`config.mk`:
```
export PLATFORM = sky130hd
export DESIGN_NAME = kgq_mul
export DESIGN_NICKNAME = d
export VERILOG_FILES = /design/src/hdl/kgq_pkg.sv /design/src/hdl/kgq_mul.sv
export SDC_FILE = /design/constraint.sdc
export NUM_CORES = 1
export LEC_CHECK = 0
export BUFFER_PORTS_ARGS = -buffer_cell sky130_fd_sc_hd__buf_2
export CAP_MARGIN = 10
export CORE_MARGIN = 1.5
export CORE_UTILIZATION = 29
export DETAILED_ROUTE_END_ITERATION = 10
export PLACE_DENSITY_LB_ADDON = 0.25
export SYNTH_ARGS = -nofsm -noshare
export SYNTH_HDL_FRONTEND = slang
export SYNTH_SLANG_ARGS = --single-unit
```
`constraint.sdc`:
```
create_clock -name aclk -period 6.9 [get_ports aclk]
set_clock_uncertainty 0.15 [all_clocks]
set_input_delay 1.035 -clock aclk [delete_from_list [all_inputs] [get_ports aclk]]
set_output_delay 1.035 -clock aclk [all_outputs]
set_load 0.05 [all_outputs]
```
`src/hdl/kgq_pkg.sv`:
```
// ----------------------------------------------------------------------------
// kgq_pkg
// Shared types and constants of the keypoint grid area query block.
// ----------------------------------------------------------------------------
package kgq_pkg;

    // default sizes
    localparam int MAX_KEYS_DEF  = 1024;
    localparam int GRID_COLS_DEF = 64;
    localparam int GRID_ROWS_DEF = 48;
    localparam int MAX_HITS_DEF  = 64;

    // shared multiplier operand and result widths
    localparam int OPA_W  = 19;
    localparam int OPB_W  = 17;
    localparam int PROD_W = OPA_W + OPB_W;
    localparam int CELL_W = 18;

    // function codes
    localparam logic [1:0] FUNC_CLEAR = 2'd0;
    localparam logic [1:0] FUNC_ADD   = 2'd1;
    localparam logic [1:0] FUNC_QUERY = 2'd2;

    // configuration register indexes
    localparam logic [1:0] REG_ORIGIN_X = 2'd0;
    localparam logic [1:0] REG_ORIGIN_Y = 2'd1;
    localparam logic [1:0] REG_SCALE_X  = 2'd2;
    localparam logic [1:0] REG_SCALE_Y  = 2'd3;

    // one result item
    typedef struct packed {
        logic       last;
        logic       truncated;
        logic [9:0] hit_index;
        logic       hit_valid;
        logic [5:0] cell_y;
        logic [5:0] cell_x;
        logic       store_full;
        logic       in_grid;
        logic [9:0] key_index;
    } res_t;

endpackage

```
`src/hdl/kgq_mul.sv`:
```
// ----------------------------------------------------------------------------
// kgq_mul
// Shared registered multiplier with Q20 floor, ceil and rounding of the product.
// ----------------------------------------------------------------------------
module kgq_mul (
    input  logic                               aclk,
    input  logic signed [kgq_pkg::OPA_W-1:0]   op_a,
    input  logic signed [kgq_pkg::OPB_W-1:0]   op_b,
    output logic signed [kgq_pkg::PROD_W-1:0]  prod,
    output logic signed [kgq_pkg::CELL_W-1:0]  flr,
    output logic signed [kgq_pkg::CELL_W-1:0]  cel,
    output logic signed [kgq_pkg::CELL_W-1:0]  rnd
);

    localparam int PW = kgq_pkg::PROD_W;

    logic signed [PW-1:0] prod_reg;
    logic signed [PW:0]   p_ext;
    logic signed [PW:0]   flr_full;
    logic signed [PW:0]   cel_full;
    logic        [PW:0]   mag;
    logic        [PW:0]   mag_rnd;
    logic        [PW:0]   rnd_full;

    // product register
    always_ff @(posedge aclk) begin
        prod_reg <= op_a * op_b;
    end

    assign prod  = prod_reg;
    assign p_ext = {prod_reg[PW-1], prod_reg};

    // floor and ceil on 20 fraction bits
    assign flr_full = p_ext >>> 20;
    assign cel_full = (p_ext + (PW+1)'(20'hFFFFF)) >>> 20;

    // round half away from zero
    assign mag      = prod_reg[PW-1] ? (PW+1)'(-p_ext) : (PW+1)'(p_ext);
    assign mag_rnd  = (mag + (PW+1)'(20'h80000)) >> 20;
    assign rnd_full = prod_reg[PW-1] ? (PW+1)'(-mag_rnd) : mag_rnd;

    assign flr = flr_full[kgq_pkg::CELL_W-1:0];
    assign cel = cel_full[kgq_pkg::CELL_W-1:0];
    assign rnd = rnd_full[kgq_pkg::CELL_W-1:0];

endmodule

```
==> results by stage, run 1 <==
Run status:
- The run finished with clean final reports.

Drt:
- After the first detailed-routing iteration, the DRC count stood at between 500 and 600.
- The total number of vias is 11500.
- The number of antenna-violating nets in the routed design is 0.
- The routed design has approximately 40000 um of wire.
- The first detailed-routing pass took 5 iterations.
- For this run, design rule violations remaining after detail routing come to 0.
- The via-per-instance ratio is 4.534.
- The average wire per standard cell is 15.65 um.

Floorplanning:
- Pin placement for this block handled roughly 130 I/O pins.
- The initial utilization of the core area, before any placement, comes to 29.30%.
- In this run the horizontal extent of the chip is 227.9 um.
- The die covers 51940 sq um.
- The floorplan step defined a core boundary enclosing 50070 sq um.
- In this run the vertical extent of the chip is 227.9 um.
- The number of cell rows is 82.

GRT:
- The global routing usage on met2 is 27.85%.
- The first global-routing pass estimated 66440 um of wire.
- Summed over all layers, the global routing overflow is 0.
- The most used routing layer is met2.
- Global routing consumed, on the met1 layer, 21.22% of the routing resources.
- The largest net degree at the start of global routing is 36.
- The number of global-route vias before repair is 12520.
- The initial antenna violation count is 0.
- Global routing used 15.78% of the available tracks across all layers.
- The met3 track utilization from global routing is 0.8625%.

Synthesis:
- The sequential area share after synthesis is 4.913%.
- The top cell type by area accounts for 44.49% of the synthesized area.
- The total standard cell area after synthesis is 14670 sq um.
- Yosys attributes the largest share of cell area to sky130_fd_sc_hd__fa_1 (44%), sky130_fd_sc_hd__inv_1 (9.8%), sky130_fd_sc_hd__ha_1 (7.8%).
- In the synthesized netlist, the cells that appear most often are sky130_fd_sc_hd__inv_1 (383), sky130_fd_sc_hd__fa_1 (326), sky130_fd_sc_hd__nand2_1 (202).
- The most common flop cell mapped by yosys is sky130_fd_sc_hd__dfxtp_1.
- A synthesized cell averages 8.788 sq um.
- The Yosys step of the flow raised 0 warnings.
- Counting distinct cell types in the post-synthesis netlist gives 73.
- For this run, asynchronously set or reset flops after synthesis account for 0%.
- The dominant cell by count in the synthesized netlist is sky130_fd_sc_hd__inv_1.
- In the synthesized netlist, the number of instances is between 1500 and 2000.
- The top cell type by total area after synthesis is sky130_fd_sc_hd__fa_1.
- When the netlist entered floorplanning its net count stood at 2123.
- In this run, synthesis produced a sequential element count of 36.
- Counting flops with a built-in enable in the synthesized netlist gives 0.

STA:
- The relative slew slack is 47.77%.
- Summed over all failing endpoints, the final setup total negative slack is 0 ps.
- The final max-slew violation count was 0.
- In the finished design, the share of the clock period the worst path needs comes to between 90% and 100%.
- Derived from the worst setup path, the maximum achievable clock frequency is 151.3 MHz.
- The number of failing hold endpoints at the final stage came to 0.
- Setup violations remaining at the end of the flow were counted as 0.
- The pin slew with the least headroom to its limit is around 780 ps.
- Hold timing on the final database bottoms out at a slack of approximately 1100 ps.
- The clock period could shrink to 6608 ps.

Layout:
- The final layout net count is 2318.
- The filler cell count in the final layout is about 5300.
- The antenna cell count is 0.
- Of the cells placed in the final design, the portion with a size suffix greater than 1 is 17.05%.
- In the final layout, the multi-input gates occupy 12190 sq um.
- The fraction of the core area covered by cells at the end of the flow is 34.20%.
- The area growth from synthesis to layout is 16.73%.
- The number of flip-flops under the largest register name is 36.
- Registers take 720.7 sq um.
- After the flow finishes, the layout carries non-filler instances totaling 2537.

Clocking:
- The clock slew at the register clock pins of the worst setup and hold paths is around 60 ps.
- The clock tree root buffer cell is sky130_fd_sc_hd__clkbuf_16.
- CTS saw 36 sinks.
- CTS built an H-tree with a depth of 2.
- The post-cts hold buffer count is 0.
- The number of buffers on the longest clock path is 2.
- TritonCTS built the clock tree.
- The total CTS buffers is 5.

Place:
- The total half-perimeter wirelength after legalization and detailed placement is 35050 um.
- At the end of routability-driven placement, the weighted congestion stood at 0.8477.
- During placement, the flow inserted port buffers numbering 125.
- The number of instances in the placed design is 2526.

Critical path:
- Data arrives at the worst endpoint at 6660 ps.
- STA classifies the critical path startpoint as a primary input.
- The largest fanout on the critical path is 7.
- At the worst endpoint, the required time is 6950 ps.
- The type of the setup path with the least slack is primary input to flop.
- STA classifies the critical path endpoint as a flop.

Run:
- The count of maximum capacitance violations is 0.

Min path:
- The worst hold path belongs to the class primary input to flop.
[stage by stage]
step	worst slack (ps)	area [sq um]
after floorplan	0.9743	14710
after global placement	-217.4	16870
after detailed placement	-322.1	16870
after CTS	21.86	17020
after global routing	-3.973	17120
final	292.2	17120
[worst max-delay path, cell delays in order]
cell	delay (ps)
sky130_fd_sc_hd__clkbuf_4	160
sky130_fd_sc_hd__buf_12	140
sky130_fd_sc_hd__and2_1	170
sky130_fd_sc_hd__fa_1	540
sky130_fd_sc_hd__inv_1	60
sky130_fd_sc_hd__fa_1	530
sky130_fd_sc_hd__inv_1	50
sky130_fd_sc_hd__fa_1	460
sky130_fd_sc_hd__fa_1	530
sky130_fd_sc_hd__fa_1	550
sky130_fd_sc_hd__inv_1	50
sky130_fd_sc_hd__fa_1	530
sky130_fd_sc_hd__inv_1	60
sky130_fd_sc_hd__ha_4	240
sky130_fd_sc_hd__o21ai_1	120
sky130_fd_sc_hd__nand2b_1	90
sky130_fd_sc_hd__and2_1	170
sky130_fd_sc_hd__nand2_1	80
sky130_fd_sc_hd__o221ai_2	120
sky130_fd_sc_hd__a311oi_2	380
sky130_fd_sc_hd__o21ai_2	120
sky130_fd_sc_hd__a21oi_2	170
sky130_fd_sc_hd__o21ai_1	80
sky130_fd_sc_hd__xnor2_1	210
[layout by cell type, fill, tap and decap left out, types with 6 or more instances in the layout]
| master | netlist | final |
|---|---|---|
| sky130_fd_sc_hd__xnor2_1 | 63 | 63 |
| sky130_fd_sc_hd__a21o_1 | 13 | 13 |
| sky130_fd_sc_hd__o21ai_0 | 26 | 19 |
| sky130_fd_sc_hd__a21oi_1 | 33 | 28 |
| sky130_fd_sc_hd__nand3_1 | 21 | 21 |
| sky130_fd_sc_hd__a31oi_1 | 10 | 8 |
| sky130_fd_sc_hd__fa_1 | 326 | 325 |
| sky130_fd_sc_hd__nor2b_1 | 12 | 12 |
| sky130_fd_sc_hd__o21ai_1 | 4 | 10 |
| sky130_fd_sc_hd__ha_1 | 91 | 90 |
| sky130_fd_sc_hd__or3_1 | 8 | 8 |
| sky130_fd_sc_hd__nor2_1 | 47 | 46 |
| sky130_fd_sc_hd__buf_2 | 0 | 121 |
| sky130_fd_sc_hd__nor4_1 | 9 | 9 |
| sky130_fd_sc_hd__nor3_1 | 10 | 10 |
| sky130_fd_sc_hd__inv_1 | 383 | 383 |
| sky130_fd_sc_hd__and2_1 | 151 | 151 |
| sky130_fd_sc_hd__nand4_1 | 6 | 6 |
| sky130_fd_sc_hd__nand2_1 | 202 | 202 |
| sky130_fd_sc_hd__and3_1 | 9 | 8 |
| sky130_fd_sc_hd__xor2_1 | 22 | 22 |
| sky130_fd_sc_hd__dfxtp_1 | 36 | 36 |
| sky130_fd_sc_hd__buf_4 | 19 | 147 |
| sky130_fd_sc_hd__nand2b_1 | 12 | 12 |
| sky130_fd_sc_hd__or4_4 | 6 | 6 |
[logic make-up after synthesis]
| kind of cell | synth area share (%) |
|---|---|
| buffers and inverters | 12.51 |
| AOI/OAI and AO/OA | 6.654 |
| other | 0.02557 |
| muxes | 0.2815 |
| adders and majority gates | 52.26 |
| DFF | 4.913 |
| and+or+nand+nor | 18.06 |
| xor gates and xnor gates | 5.297 |
[metal layers]
layer / up-vias / wire [um]
met3: 45 / 1031
li1: 5377 / -
met4: 0 / 828
met5: - / 0
met2: 204 / 19210
met1: 5876 / 18650
[area by class of cell]
class,instances,share of cell area [%]
clock inverters,1,0.04385
multi-input cells,1165,71.19
repair buffers,273,10.42
inverters,383,8.397
clock buffers,7,0.8331
flip-flops and latches,36,4.209
well taps,672,4.911
[repair_timing]
item | in CTS | in global routing
setup endpoints to repair | 1 | 11
setup buffers | 0 | 3
resized for setup | 1 | 24
pin swaps | 1 | 15
[final timing paths]
check | from | end | slack (ps) | cells past startpoint
max | op_b[7] | prod[35] | 290 | 24
min | op_b[0] | prod[0] | 1140 | 3
Power of run 1 is left out: the tool's default activity adds up to more than one toggle a clock period on the data nets, which glitch-free logic cannot reach.
==> run 2: changes to the inputs <==
==> constraint.sdc (replaced) <==
create_clock -name aclk -period 6.4 [get_ports aclk]
set_clock_uncertainty 0.15 [all_clocks]
set_input_delay 0.96 -clock aclk [delete_from_list [all_inputs] [get_ports aclk]]
set_output_delay 0.96 -clock aclk [all_outputs]
set_load 0.05 [all_outputs]
==> run 2 against run 1 <==
- sequential cell count unchanged
- non-clock buffer count up 63
- first-iteration DRC count is 22% lower
- clock-buffer cell count rose by 1
- global-route usage grew 0.36 points
- final cell count grew 2.5%
- utilization up 2.3 points
- cell area grew 6.6%
- die area stayed put
- worst setup slack worse by 230 ps
- hold slack gained 19 ps
==> results by stage, run 2 (same netlist as run 1, synthesis figures left out) <==
Place:
- The final estimated routing congestion in global placement is 0.8339 (-1.6%).
- The number of buffer cells added on primary ports is 125 (unchanged).
- The total half-perimeter wirelength after legalization and detailed placement came to 35690 um (+1.8%).
- The area after detailed placement is 17340 sq um (+2.8%).
- The worst setup slack after placement is -694.3 ps (-372.3 ps).
- The number of instances in the placed design is 2576 (+2.0%).

Drt:
- The number of DRC violations after detailed-routing iteration 0 is 421 (-22%).
- The via-per-instance ratio came to 4.498 (-0.79%).
- The average wire per standard cell is 15.53 um (-0.76%).
- The number of antenna-violating nets in the routed design is 0 (unchanged).
- The DRC violations left is 0 (unchanged).
- The total iterations of the first detailed-routing run was 4 (-1).
- The total number of vias is 11700 (+1.7%).
- The detailed-route wire length is 40390 um (+1.7%).

GRT:
- The most used routing layer is met2.
- The global routing usage on met2 was 29.21% (+1.4 points).
- The number of global-route vias before repair is 13170 (+5.2%).
- The global-route total usage across every layer is 16.14% (+0.36 points).
- The global-route wire length before repair is 67900 um (+2.2%).
- The met1 demand-to-capacity share in global routing is 21.01% (-0.21 points).
- The total global routing overflow was 0 (unchanged).
- The met3 track utilization from global routing came to 0.9625% (+0.10 points).
- The largest net degree at the start of global routing came to 37 (+2.8%).
- The initial antenna violation count is 1 (+1).

Run:
- The count of maximum capacitance violations is 0 (unchanged).

Layout:
- The area overhead of the layout relative to synthesis is 24.46%.
- The multi-input gate area in the final layout is 12600 sq um (+3.3%).
- The post-route cell area is 18260 sq um (+6.6%).
- In the layout the commonest cells are sky130_fd_sc_hd__inv_1 (364), sky130_fd_sc_hd__fa_1 (312), sky130_fd_sc_hd__nand2_1 (193), sky130_fd_sc_hd__buf_4 (192), sky130_fd_sc_hd__and2_1 (137).
- The antenna cell count is 0 (unchanged).
- The sequential cell area in the final layout was 720.7 sq um (unchanged).
- The final cell count without fillers is 2600 (+2.5%).
- The final layout net count is 2381 (+2.7%).
- The filler cell count in the final layout was 5208 (-1.3%).
- The fraction of layout instances using a drive strength above 1 is 24.43% (+7.4 points).
- The number of flip-flops under the largest register name is 36 (unchanged).
- The most common library cell in the layout ignoring fill and taps is sky130_fd_sc_hd__inv_1.

Critical path:
- The largest individual stage delay along the critical path comes from the cell sky130_fd_sc_hd__fa_1.
- The sort of element at the end of the critical path is a flop.
- The type of the setup path with the least slack is primary input to flop.
- The kind of cell with the highest combined delay on the critical path is adder cells.
- The worst stage delay on the critical path is 550 ps (about the same).
- The endpoint required time on the critical path is 6430 ps (-520 ps).
- The buffering stage count on the worst path with inverters included is 6 (unchanged).
- The largest fanout on the critical path came to 6 (-1).
- The worst setup path is launched from a primary input.
- The signal on the critical path passes through buf_4, and2_4, fa_1, inv_2, fa_1, fa_1, inv_2, fa_1, fa_1, inv_1, fa_1, inv_2, ha_4, buf_4, a21oi_2, o221ai_2, a31oi_2, o221ai_2, a311oi_4, o21ai_2, a21oi_2, o21ai_2, xnor2_1.
- Among the stages of the critical path, the cell type that occurs most often is sky130_fd_sc_hd__fa_1.
- The worst endpoint data arrival time is 6360 ps (-300 ps).

STA:
- The worst path setup slack after routing is 64.07 ps (-228.1 ps).
- The maximum frequency from static timing analysis is roughly 160 MHz.
- The sum of negative setup slack is 0 ps (unchanged).
- Dividing the final minimum period by the clock period gives between 90 and 100%.
- The number of failing hold endpoints at the final stage came to 0 (unchanged).
- Setup repair after global routing could not meet its margin everywhere.
- The pin slew with the least headroom to its limit came to 738.0 ps (-44.65 ps).
- The number of failing setup endpoints in the final timing report is 0 (unchanged).
- The final max-slew violation count was 0 (unchanged).
- The final period demand of the worst path is between 6000 and 7000 ps.
- The relative slew slack came to 50.74% (+3.0 points).

Clocking:
- The number of buffers on the longest clock path is 2 (unchanged).
- TritonCTS built the clock tree.
- The clock slew at the register clock pins of the worst setup and hold paths is 60 ps (about the same).
- In this run the clock root is driven by a sky130_fd_sc_hd__clkbuf_16.
- The TritonCTS sink count was 36 (unchanged).
- The number of levels in the clock H-tree was 2 (unchanged).
- The total CTS buffers was 5 (unchanged).

Floorplanning:
- The placeable core region came to 50070 sq um (unchanged).
- The overall die height is 227.9 um (unchanged).
- The number of cell rows was 82 (unchanged).
- The number of I/O pins is 127 (unchanged).
- The die outline area was 51940 sq um (unchanged).
- The chip width is 227.9 um (unchanged).
- The starting utilization of the core area is 29.30% (unchanged).

Min path:
- The tightest min-delay check is of the primary input to flop type.

Run status:
- The flow ran to the end, and the final reports show no timing, DRC or antenna violations.
## run 2: cell count changes in the layout (fill, tap and decap cells not counted), sizes merged
| cell | before | now |
|---|---|---|
| clkinvlp | 1 | 0 |
| buf | 271 | 335 |
## run 2: routing by layer
metal	vias up	share of wire (%)
met5	-	0
met4	0	1.8
met3	32	2.5
met2	177	50
met1	5970	46
li1	5516	-
## run 2: layout make-up
type	count	area share (%)
Timing Repair Buffer	336	13.77
Multi-Input combinational cell	1165	69.00
Tap cell	672	4.606
Inverter	383	7.875
Clock buffer	8	0.8019
Sequential cell	36	3.948
## run 2: tightest hold or removal path: cells and delay by family
family | cells | cell delay (ps)
buf+inv | 2 | 300
fa+ha+maj | 1 | 150
simple gates | 1 | 140
## run 2: worst paths after layout
check / from / end / slack [ps] / cells past startpoint
worst min-delay path: op_b[2] / prod[2] / 1160 / 4
worst max-delay path: op_a[8] / prod[35] / 60 / 23
## run 2: timing repair
item / CTS / global route
hold buffers: 0 / 0
pin swaps: 32 / 81
cloned: 0 / 0
resized for setup: 49 / 136
buffers inserted: 5 / 12
setup endpoints to repair: 12 / 14
## run 2: through the flow
stage | hold slack, ps | util, %
floorplan | 931.7 | -
global placement | 1295 | 34.64
detailed placement | 1295 | 34.64
CTS | 1151 | 35.33
global route | 1207 | 36.46
finish | 1155 | 36.46
Power of run 2 is left out for the same reason.
==> run 3: changes to the inputs <==
--- a/config.mk
+++ b/config.mk
@@ -10,7 +10,8 @@
 export CORE_MARGIN = 1.5
 export CORE_UTILIZATION = 29
 export DETAILED_ROUTE_END_ITERATION = 10
-export PLACE_DENSITY_LB_ADDON = 0.25
+export PLACE_DENSITY = 0.56
+export SKIP_LAST_GASP = 1
 export SYNTH_ARGS = -nofsm -noshare
 export SYNTH_HDL_FRONTEND = slang
 export SYNTH_SLANG_ARGS = --single-unit
==> run 3 against run 2 <==
- the flow now finishes with violations (setup timing)
- maximum frequency fell by 1.8%
- hold slack worse by 78 ps
- clock-buffer cell count fell by 1
- final cell count fell by 0.46%
- critical path depth up 1
- wire length decreased by 0.67%
- first-iteration DRC count up 35%
- non-clock buffer count is 12 lower
- global-route usage fell by 0.12 points
- worst setup slack got worse by 120 ps
- sequential share of layout area barely moved
- via count barely moved
==> results by stage, run 3 (same netlist as run 1, synthesis figures left out) <==
Clocking:
- CTS placed an instance of sky130_fd_sc_hd__clkbuf_16 at the clock tree root.
- The post-cts hold buffer count was 0 (unchanged).
- The number of buffers on the longest clock path is 2 (unchanged).
- The clock slew at the register clock pins of the worst setup and hold paths is 50 ps (about the same).
- TritonCTS built the clock tree.
- The number of levels in the clock H-tree is 2 (unchanged).
- The total CTS buffers is 5 (unchanged).
- The TritonCTS sink count is 36 (unchanged).

Critical path:
- The sort of element at the end of the critical path is a flop.
- The cell occurring most often along the worst timing path is sky130_fd_sc_hd__fa_1.
- The slowest stage of the critical path belongs to the cell sky130_fd_sc_hd__fa_1.
- The type of the setup path with the least slack is primary input to flop.
- The count of cell instances traversed by the critical path is 24 (+4.3%).
- The endpoint required time on the critical path came to 6420 ps (about the same).
- The kind of cell with the highest combined delay on the critical path is adder cells.
- The worst endpoint data arrival time was 6470 ps (+110 ps).
- The sort of element at the start of the critical path is a primary input.
- The buffering stage count on the worst path with inverters included came to 6 (unchanged).
- In this run the worst setup path begins at op_b[16].
- The critical path goes through clkbuf_4, buf_4, nand2b_1, fa_1, fa_1, inv_2, fa_1, fa_1, fa_1, inv_1, fa_1, inv_2, ha_4, and3_4, a31oi_4, o221ai_4, a31oi_4, o221ai_4, a311oi_4, buf_4, o21ai_2, nand2_1, a32oi_1, xor2_1.
- The worst stage delay on the critical path is 560 ps (about the same).
- The largest fanout on the critical path is 4 (-2).

STA:
- The final max-slew violation count is 0 (unchanged).
- The pin slew with the least headroom to its limit is 724.3 ps (-13.62 ps).
- The worst path setup slack after routing is -51.07 ps (-115.1 ps).
- The ratio of final minimum period to clock period is 100.8% (+1.8 points).
- The number of failing hold endpoints at the final stage was 0 (unchanged).
- Setup repair after global routing could not meet its margin everywhere.
- The maximum frequency from static timing analysis is 155.0 MHz (-1.8%).
- The minimum hold slack is 1077 ps (-77.61 ps).
- The relative slew slack was 51.64% (+0.91 points).
- The final period demand of the worst path came to 6451 ps (+115.1 ps).
- The number of failing setup endpoints in the final timing report came to 2 (+2).

GRT:
- The global-route wire length before repair is 67380 um (-0.76%).
- The total global routing overflow is 0 (unchanged).
- The global-route total usage across every layer is 16.02% (-0.12 points).
- The largest net degree at the start of global routing is 38 (+2.7%).
- The number of global-route vias before repair was 12950 (-1.7%).
- The initial antenna violation count is 0 (-1).

Place:
- The number of buffer cells added on primary ports is 125 (unchanged).
- The final estimated routing congestion in global placement is 0.8835 (+5.9%).
- The total half-perimeter wirelength after legalization and detailed placement is 35280 um (-1.1%).

Layout:
- The antenna cell count is 0 (unchanged).
- The final layout net count is 2369 (-0.50%).
- The filler cell count in the final layout is 5211 (+0.058%).
- Relative to the synthesized area, the layout overhead comes to 23.20%.
- The top cell types in the final layout, fill and taps aside, are sky130_fd_sc_hd__inv_1 (371), sky130_fd_sc_hd__fa_1 (317), sky130_fd_sc_hd__nand2_1 (191), sky130_fd_sc_hd__buf_4 (181), sky130_fd_sc_hd__and2_1 (141).
- The number of flip-flops under the largest register name is 36 (unchanged).
- The most common library cell in the layout ignoring fill and taps is sky130_fd_sc_hd__inv_1.
- The fraction of layout instances using a drive strength above 1 is 22.96% (-1.5 points).

Drt:
- The number of antenna-violating nets in the routed design is 0 (unchanged).
- The DRC violations left is 0 (unchanged).
- The number of DRC violations after detailed-routing iteration 0 came to 570 (+35%).
- The average wire per standard cell is 15.50 um (-0.21%).
- The total number of vias came to 11690 (-0.017%).
- The detailed-route wire length is 40120 um (-0.67%).
- The via-per-instance ratio is 4.518 (+0.45%).
- The total iterations of the first detailed-routing run was 5 (+1).

Run status:
- The final reports fail on setup timing.
- The flow ran to the end, but the final reports show violations.

Floorplanning:
- The chip width is 227.9 um (unchanged).
- The placeable core region is 50070 sq um (unchanged).
- The starting utilization of the core area is 29.30% (unchanged).
- The overall die height is 227.9 um (unchanged).
- The die outline area is 51940 sq um (unchanged).
- The number of cell rows is 82 (unchanged).
- The number of I/O pins is 127 (unchanged).

Min path:
- The worst hold path begins at op_a[0].
- The worst hold path belongs to the class primary input to flop.
- The instance count along the most critical hold path is 3 (-1).
- For hold timing, the worst endpoint is prod[0].

Run:
- The count of maximum capacitance violations came to 0 (unchanged).
==> run 3: layout make-up <==
cell class | instances | area [sq um] | share of cell area (%)
inverter | 383 | 1438 | 7.955
timing repair buffer | 324 | 2347 | 12.99
tap | 672 | 840.8 | 4.653
clock buffer | 7 | 142.6 | 0.7893
multi-input combinational | 1165 | 12570 | 69.58
sequential | 36 | 720.7 | 3.988
clock inverter | 1 | 7.507 | 0.04154
==> run 3: through the flow <==
| stage | cells | TNS (ps) | setup slack, ps | utilization, % | instance area, sq um |
|---|---|---|---|---|---|
| 2_1_floorplan | 1669 | -160.8 | -57.23 | - | 14940 |
| 5_1_grt | 2588 | -1287 | -219.9 | 36.09 | 18070 |
| 4_1_cts | 2574 | 0 | 0.7687 | 35.22 | 17630 |
| 3_5_place_dp | 2564 | -6937 | -697.2 | 34.48 | 17260 |
| 3_3_place_gp | 2564 | -5144 | -500.8 | 34.48 | 17260 |
| 6_report | 2588 | -54.43 | -51.07 | 36.09 | 18070 |
==> run 3: worst max-delay path by stage <==
stage | endpoint
CTS | prod[35]
global route | prod[35]
detailed placement | prod[30]
global placement | prod[35]
finish | prod[33]
floorplan | prod[35]
==> run 3: metal layers <==
metal  vias up  track usage, %  part of all wire [%]  routed length (um)
met5         -               0                     0                   0
met4         0           3.704                   1.7                 688
met3        28           1.063                   2.5                1006
met2       196           28.83                    50               20250
met1      5979           20.95                    45               18170
li1       5490               -                     -                   -
==> run 3: worst min-delay path, cell delays in order <==
cell and delay, ps:
sky130_fd_sc_hd__buf_2 120, sky130_fd_sc_hd__buf_4 210, sky130_fd_sc_hd__and2_1 180
==> run 3: timing repair <==
| action | 4_1_cts | 5_1_grt |
|---|---|---|
| hold endpoints to repair | 0 | 0 |
| setup buffers | 3 | 14 |
| endpoints found under the setup margin | 12 | 13 |
| resized for setup | 43 | 92 |
| gates cloned | 0 | 0 |
| pin swaps | 24 | 56 |
Power of run 3 is left out for the same reason.
